[src/rtl/core/dtp_pkg.sv]
// Shared types, character codes and calendar helpers for the timestamp text parser.
`default_nettype none
package dtp_pkg;

	localparam logic [7:0] CHAR_NUL   = 8'h00;
	localparam logic [7:0] CHAR_DASH  = 8'h2D;
	localparam logic [7:0] CHAR_SPACE = 8'h20;
	localparam logic [7:0] CHAR_T     = 8'h54;
	localparam logic [7:0] CHAR_COLON = 8'h3A;
	localparam logic [7:0] CHAR_ZERO  = 8'h30;
	localparam logic [7:0] CHAR_NINE  = 8'h39;

	localparam logic [4:0] POS_DASH0  = 5'd4;
	localparam logic [4:0] POS_DASH1  = 5'd7;
	localparam logic [4:0] POS_SEP    = 5'd10;
	localparam logic [4:0] POS_COLON0 = 5'd13;
	localparam logic [4:0] POS_COLON1 = 5'd16;
	localparam logic [4:0] POS_YEAR_LO = 5'd2;
	localparam logic [4:0] TEXT_LEN   = 5'd19;
	localparam logic [4:0] POS_SAT    = 5'd20;

	localparam logic [13:0] YEAR_MIN  = 14'd2000;
	localparam logic [6:0]  HOUR_LIM  = 7'd24;
	localparam logic [6:0]  MIN_LIM   = 7'd60;

	typedef struct packed {
		logic [7:0] char_code;
	} in_word_t;

	typedef struct packed {
		logic        ok;
		logic [13:0] year_value;
		logic [6:0]  month_value;
		logic [6:0]  day_value;
		logic [6:0]  hour_value;
		logic [6:0]  minute_value;
		logic [6:0]  second_value;
	} out_word_t;

	typedef struct packed {
		logic [13:0] year;
		logic [6:0]  year_hi;
		logic [6:0]  year_lo;
		logic [6:0]  month;
		logic [6:0]  day;
		logic [6:0]  hour;
		logic [6:0]  minute;
		logic [6:0]  second;
	} fields_t;

	function automatic logic [4:0] days_in_month(input logic [6:0] month, input logic leap);
		logic [4:0] days;
		begin
			unique case (month)
				7'd1, 7'd3, 7'd5, 7'd7, 7'd8, 7'd10, 7'd12: days = 5'd31;
				7'd4, 7'd6, 7'd9, 7'd11:                     days = 5'd30;
				7'd2:    days = leap ? 5'd29 : 5'd28;
				default: days = 5'd0;
			endcase
			return days;
		end
	endfunction

endpackage
`default_nettype wire

[src/rtl/core/dtp_stream_if.sv]
// Valid/ready stream channel carrying one payload word per handshake.
`default_nettype none
interface dtp_stream_if #(
	parameter type payload_t = logic
);
	logic     valid;
	logic     ready;
	payload_t payload;

	modport source (output valid, output payload, input ready);
	modport sink (input valid, input payload, output ready);
endinterface
`default_nettype wire

[src/rtl/core/dtp_date_check.sv]
// Calendar and clock range check on the gathered timestamp fields.
`default_nettype none
module dtp_date_check (
	input  wire dtp_pkg::fields_t fields,
	output logic                  ok
);
	import dtp_pkg::*;

	logic       leap;
	logic [4:0] days;

	// Year has exactly four digits here: century years use the upper pair
	always_comb begin
		if (fields.year_lo != 7'd0) begin
			leap = (fields.year_lo[1:0] == 2'd0);
		end else begin
			leap = (fields.year_hi[1:0] == 2'd0);
		end
	end

	assign days = days_in_month(fields.month, leap);

	assign ok = (fields.year >= YEAR_MIN) && (fields.month >= 7'd1) && (fields.month <= 7'd12)
		&& (fields.day >= 7'd1) && (fields.day <= {2'b00, days})
		&& (fields.hour < HOUR_LIM) && (fields.minute < MIN_LIM) && (fields.second < MIN_LIM);

endmodule
`default_nettype wire

[src/rtl/core/datetime_text_parser.sv]
// Top level: streaming YYYY-MM-DD hh:mm:ss text parser.
// A terminator word is registered in the input stage, then its result in the
// result register. Throughput: one character word per cycle unless a result waits;
// the input stage register can still take one new word while a result waits.
// Reset: arst_n clears position, error flag, accumulators and valid flags.
`default_nettype none
module datetime_text_parser (
	input  wire logic    clk,
	input  wire logic    arst_n,
	dtp_stream_if.sink   chars,
	dtp_stream_if.source results
);
	import dtp_pkg::*;

	logic            valid_s1;
	logic [7:0]      char_s1;
	logic            out_valid_q;
	out_word_t       out_q;

	logic [4:0]      pos_q;
	logic            err_q;
	fields_t         acc_q;
	fields_t         acc_d;
	logic            err_d;

	logic            advance;
	logic            fire;
	logic            is_term;
	logic            is_digit;
	logic [6:0]      digit;
	logic            fmt_ok;
	logic            date_ok;

	assign advance      = !out_valid_q || results.ready;
	assign chars.ready  = !valid_s1 || advance;
	assign fire         = valid_s1 && advance;
	assign is_term      = (char_s1 == CHAR_NUL);
	assign is_digit     = (char_s1 >= CHAR_ZERO) && (char_s1 <= CHAR_NINE);
	assign digit        = 7'(char_s1 - CHAR_ZERO);
	assign fmt_ok       = (pos_q == TEXT_LEN) && !err_q;

	assign results.valid   = out_valid_q;
	assign results.payload = out_q;

	dtp_date_check u_check (
		.fields (acc_q),
		.ok     (date_ok)
	);

	always_comb begin
		acc_d = acc_q;
		err_d = err_q;
		priority if (pos_q >= TEXT_LEN) begin
			err_d = 1'b1;
		end else if (pos_q == POS_DASH0 || pos_q == POS_DASH1) begin
			if (char_s1 != CHAR_DASH) err_d = 1'b1;
		end else if (pos_q == POS_SEP) begin
			if (char_s1 != CHAR_SPACE && char_s1 != CHAR_T) err_d = 1'b1;
		end else if (pos_q == POS_COLON0 || pos_q == POS_COLON1) begin
			if (char_s1 != CHAR_COLON) err_d = 1'b1;
		end else if (!is_digit) begin
			err_d = 1'b1;
		end else if (pos_q < POS_DASH0) begin
			acc_d.year = 14'(acc_q.year * 14'd10 + 14'(digit));
			if (pos_q < POS_YEAR_LO) begin
				acc_d.year_hi = 7'(acc_q.year_hi * 7'd10 + digit);
			end else begin
				acc_d.year_lo = 7'(acc_q.year_lo * 7'd10 + digit);
			end
		end else if (pos_q < POS_DASH1) begin
			acc_d.month = 7'(acc_q.month * 7'd10 + digit);
		end else if (pos_q < POS_SEP) begin
			acc_d.day = 7'(acc_q.day * 7'd10 + digit);
		end else if (pos_q < POS_COLON0) begin
			acc_d.hour = 7'(acc_q.hour * 7'd10 + digit);
		end else if (pos_q < POS_COLON1) begin
			acc_d.minute = 7'(acc_q.minute * 7'd10 + digit);
		end else begin
			acc_d.second = 7'(acc_q.second * 7'd10 + digit);
		end
	end

	always_ff @(posedge clk or negedge arst_n) begin
		if (!arst_n) begin
			valid_s1 <= 1'b0;
		end else if (chars.ready) begin
			valid_s1 <= chars.valid;
		end
	end

	always_ff @(posedge clk) begin
		if (chars.valid && chars.ready) begin
			char_s1 <= chars.payload.char_code;
		end
	end

	always_ff @(posedge clk or negedge arst_n) begin
		if (!arst_n) begin
			pos_q <= '0;
			err_q <= 1'b0;
			acc_q <= '0;
		end else if (fire) begin
			if (is_term) begin
				pos_q <= '0;
				err_q <= 1'b0;
				acc_q <= '0;
			end else begin
				err_q <= err_d;
				acc_q <= acc_d;
				if (pos_q < POS_SAT) pos_q <= pos_q + 5'd1;
			end
		end
	end

	always_ff @(posedge clk or negedge arst_n) begin
		if (!arst_n) begin
			out_valid_q <= 1'b0;
		end else if (advance) begin
			out_valid_q <= valid_s1 && is_term;
		end
	end

	always_ff @(posedge clk) begin
		if (fire && is_term) begin
			if (fmt_ok) begin
				out_q.ok           <= date_ok;
				out_q.year_value   <= acc_q.year;
				out_q.month_value  <= acc_q.month;
				out_q.day_value    <= acc_q.day;
				out_q.hour_value   <= acc_q.hour;
				out_q.minute_value <= acc_q.minute;
				out_q.second_value <= acc_q.second;
			end else begin
				out_q <= '0;
			end
		end
	end

endmodule
`default_nettype wire

[src/flat_wrapper.sv]
// flat-port wrapper written by rule: the top's interface ports become plain ports
module datetime_text_parser_flat import dtp_pkg::*;
  (clk, arst_n, chars_valid, chars_payload, chars_ready, results_valid, results_payload, results_ready);
  dtp_stream_if #(.payload_t(in_word_t)) chars_i ();
  dtp_stream_if #(.payload_t(out_word_t)) results_i ();
  input  wire logic clk;
  input  wire logic arst_n;
  input wire logic [$bits(chars_i.valid)-1:0] chars_valid;
  input wire logic [$bits(chars_i.payload)-1:0] chars_payload;
  output wire logic [$bits(chars_i.ready)-1:0] chars_ready;
  output wire logic [$bits(results_i.valid)-1:0] results_valid;
  output wire logic [$bits(results_i.payload)-1:0] results_payload;
  input wire logic [$bits(results_i.ready)-1:0] results_ready;
  assign chars_i.valid = chars_valid;
  assign chars_i.payload = chars_payload;
  assign chars_ready = chars_i.ready;
  assign results_valid = results_i.valid;
  assign results_payload = results_i.payload;
  assign results_i.ready = results_ready;
  datetime_text_parser u_core (.clk(clk), .arst_n(arst_n), .chars(chars_i), .results(results_i));
endmodule
[config.mk]
export PLATFORM = sky130hd
export DESIGN_NAME = datetime_text_parser_flat
export DESIGN_NICKNAME = d
export VERILOG_FILES = /design/src/rtl/core/dtp_pkg.sv /design/src/rtl/core/dtp_stream_if.sv /design/src/rtl/core/dtp_date_check.sv /design/src/rtl/core/datetime_text_parser.sv /design/src/flat_wrapper.sv
export SDC_FILE = /design/constraint.sdc
export NUM_CORES = 1
export LEC_CHECK = 0
export BUFFER_PORTS_ARGS = -buffer_cell sky130_fd_sc_hd__buf_2
export CAP_MARGIN = 20
export CORE_AREA = 2 2 179 181
export DETAILED_ROUTE_END_ITERATION = 8
export DIE_AREA = 0 0 181 183
export SYNTH_ARGS = -nofsm -noshare
export SYNTH_HDL_FRONTEND = slang
export SYNTH_SLANG_ARGS = --single-unit
[constraint.sdc]
create_clock -name clk -period 5.4 [get_ports clk]
set_clock_uncertainty 0.05 [all_clocks]
set_input_delay 0.81 -clock clk [delete_from_list [all_inputs] [get_ports clk]]
set_output_delay 0.81 -clock clk [all_outputs]
set_load 0.01 [all_outputs]
==> impl_metrics.json <==
{
  "drc_errors": 0,
  "synth_largest_area_cell": "edfxtp_1",
  "synth_top_area_frac": 0.217,
  "synthesis.area_um2": 8040,
  "first_pass_iters": 5,
  "avgRoutedWirePerCell_um": 15.1,
  "cts.sinks": 124,
  "yosysSeqAreaShare": 0.422,
  "max_cap_viol_count": 0,
  "grt_pass1_wl_um": 31100,
  "finalHoldViolations": 0,
  "route.vias.total": 5690,
  "antenna_found_initial": 0,
  "crit_path_start_kind": "flip-flop",
  "critPathCaptureType": "flip-flop",
  "crit_fanout": 19,
  "placementRows": 65,
  "antenna_cells": 0,
  "ctsResizeCount": 0,
  "yosys.cell_types.count": 67,
  "die_w_um": 181,
  "start_util": 0.257,
  "htree_levels": 4,
  "slew_headroom": 0.371,
  "status": "complete, no violations",
  "cts_tree": "done",
  "grt_pass1_vias": 5749,
  "synthArstFlopShare": 0.532,
  "min_period_ps": 3670,
  "core_um2": 31200,
  "dpl.hpwl_um": 13800,
  "final_cell_mix": "90 x ha_1, 79 x inv_1, 66 x dfrtp_1",
  "dominantRegCellSynth": "dfrtp_1",
  "place.port_buffers": 63,
  "cp.required_ps": 5650,
  "rsz0062_at_grt": "no",
  "tightest_slew_ps": 942,
  "mostFrequentLayoutCell": "ha_1",
  "areaGrowthSynthToFinish_pct": 17.2,
  "synth_cells": 761,
  "crit_arrival_ps": 3920,
  "clock_latency_ps": 420,
  "drtIter0Drc": 304,
  "yosysWarnings": 0,
  "synth_seq_cells": 124,
  "ant_nets": 0,
  "nets": 942,
  "setup_viol": 0,
  "grt_max_degree": 67,
  "die_h_um": 183,
  "synth_edf_count": 58,
  "path_clk_slew_ps": 60,
  "peakVddDrop_mv": 0.275,
  "gp_congestion": 0.785,
  "power_mw": 4.32,
  "synthTopCellsByArea": "edfxtp_1 22%, dfrtp_1 21%, ha_1 14%",
  "grt-ovfl-total": 0,
  "drive_gt1_frac": 0.151,
  "placed_cell_area_um2": 8820,
  "cts_buffers": 17,
  "io_pins": 64,
  "post-cts-setup-buffers": 0,
  "fin_crit_sh": 0.679,
  "drt_wl_total_um": 18700,
  "hp-class": "reg -> reg",
  "grt_util_all_layers": 0.118,
  "drv_slew": 0,
  "synthesis.nets": 877,
  "utilization": 0.302,
  "cts_buffer_depth": 2,
  "die-area_um2": 33100,
  "powerDensity_nw_per_um2": 458,
  "hold_buffers": 0,
  "setup_tns_ps": 0,
  "fmax_mhz": 273,
  "p_leak_nw": 4.27,
  "vias_per_cell": 4.59,
  "crit_type": "reg -> reg",
  "avgSynthCellArea_um2": 10.6,
  "design_area_um2": 9420,
  "cts_root_buffer": "clkbuf_16",
  "r2r_setup_slack_ps": 1730
}
==> where the power goes <==
part / switching (mW) / internal (mW) / total, mW / leakage (nW)
clock network: 0.477 / 0.698 / 1.17 / 0.288
logic: 0.961 / 0.838 / 1.80 / 2.59
registers: 0.227 / 1.11 / 1.34 / 1.40
==> through the flow <==
step / instances / setup WS [ps] / hold WS, ps
2_1_floorplan: 761 / 1320 / 407
3_3_place_gp: 1209 / 1830 / 426
3_5_place_dp: 1209 / 1710 / 439
4_1_cts: 1241 / 1720 / 452
5_1_grt: 1241 / 1510 / 474
6_report: 1241 / 1730 / 449
==> final timing paths <==
check | start | cells after the start | end
setup / recovery | u_core.char_s1[4] | 6 | u_core.acc_q[16]
hold / removal | u_core.acc_q[41] | 1 | u_core.acc_q[41]
setup reg to reg | u_core.char_s1[4] | 6 | u_core.acc_q[16]
hold reg to reg | u_core.acc_q[41] | 1 | u_core.acc_q[41]
max in group asynchronous | arst_n | 2 | u_core.pos_q[4]
min in group asynchronous | arst_n | 2 | u_core.acc_q[25]
==> sequential cells by signal, indices dropped and copies added, names as in the netlist <==
| name | flops |
|---|---|
| u_core.char_s1 | 8 |
| u_core.results.valid | 1 |
| u_core.err_q | 1 |
| u_core.valid_s1 | 1 |
| u_core.results.payload | 50 |
| u_core.pos_q | 5 |
| u_core.acc_q | 58 |
==> cell type report <==
class                      instances  area [µm²]
tap                              402         503
inverter                          79         297
sequential                       124        3390
fill                            3252       21800
multi-input combinational        531        4230
timing repair buffer              73         390
clock inverter                    15         180
clock buffer                      17         425
==> Yosys cell counts (3+ instances only) <==
cell type   n
a31oi_1     5
edfxtp_1   58
and2_1     37
or3_1       4
a21o_1     18
nand2b_1    7
a32o_1      4
nand4_1     8
buf_2       4
a21oi_1    34
nor4_1     22
ha_1       90
nand2_1    34
xor2_1     13
o31ai_1    12
xnor2_1    57
nor2_1     21
o21bai_1    7
nor2b_1     5
o2bb2ai_1   3
nand3b_1    4
fa_1       14
o41ai_1     3
mux2_2      9
dfrtp_1    66
o22ai_1     3
clkbuf_1   19
a22o_1      4
o21ai_0    40
inv_1      79
nor3_1     10
nand3_1    25
==> routing by layer <==
layer  track usage  part of all wire  vias to the layer above
li1              -                 -                     2851
met1         0.167              0.51                     2698
met2         0.185              0.45                      120
met3        0.0207             0.034                       21
met4        0.0371             0.015                        0
met5             0                 0                        -
==> logic make-up (layout without fill, tap and decap cells) <==
group / count (synthesis) / after routing / synth area share
flops: 124 / 124 / 0.422
buf+inv: 106 / 184 / 0.0528
fa+ha+maj: 104 / 104 / 0.175
xor+xnor: 70 / 70 / 0.0763
simple gates: 192 / 192 / 0.133
mux: 11 / 11 / 0.0153
compound gates: 154 / 154 / 0.125
==> worst max-delay path: stages, from the launching register on <==
cell,delay [ps]
edfxtp_1,420
inv_1,450
ha_1,260
nand4_1,720
a21o_1,520
a21oi_1,710
mux2_2,410
(Power assumes the default switching activity.)
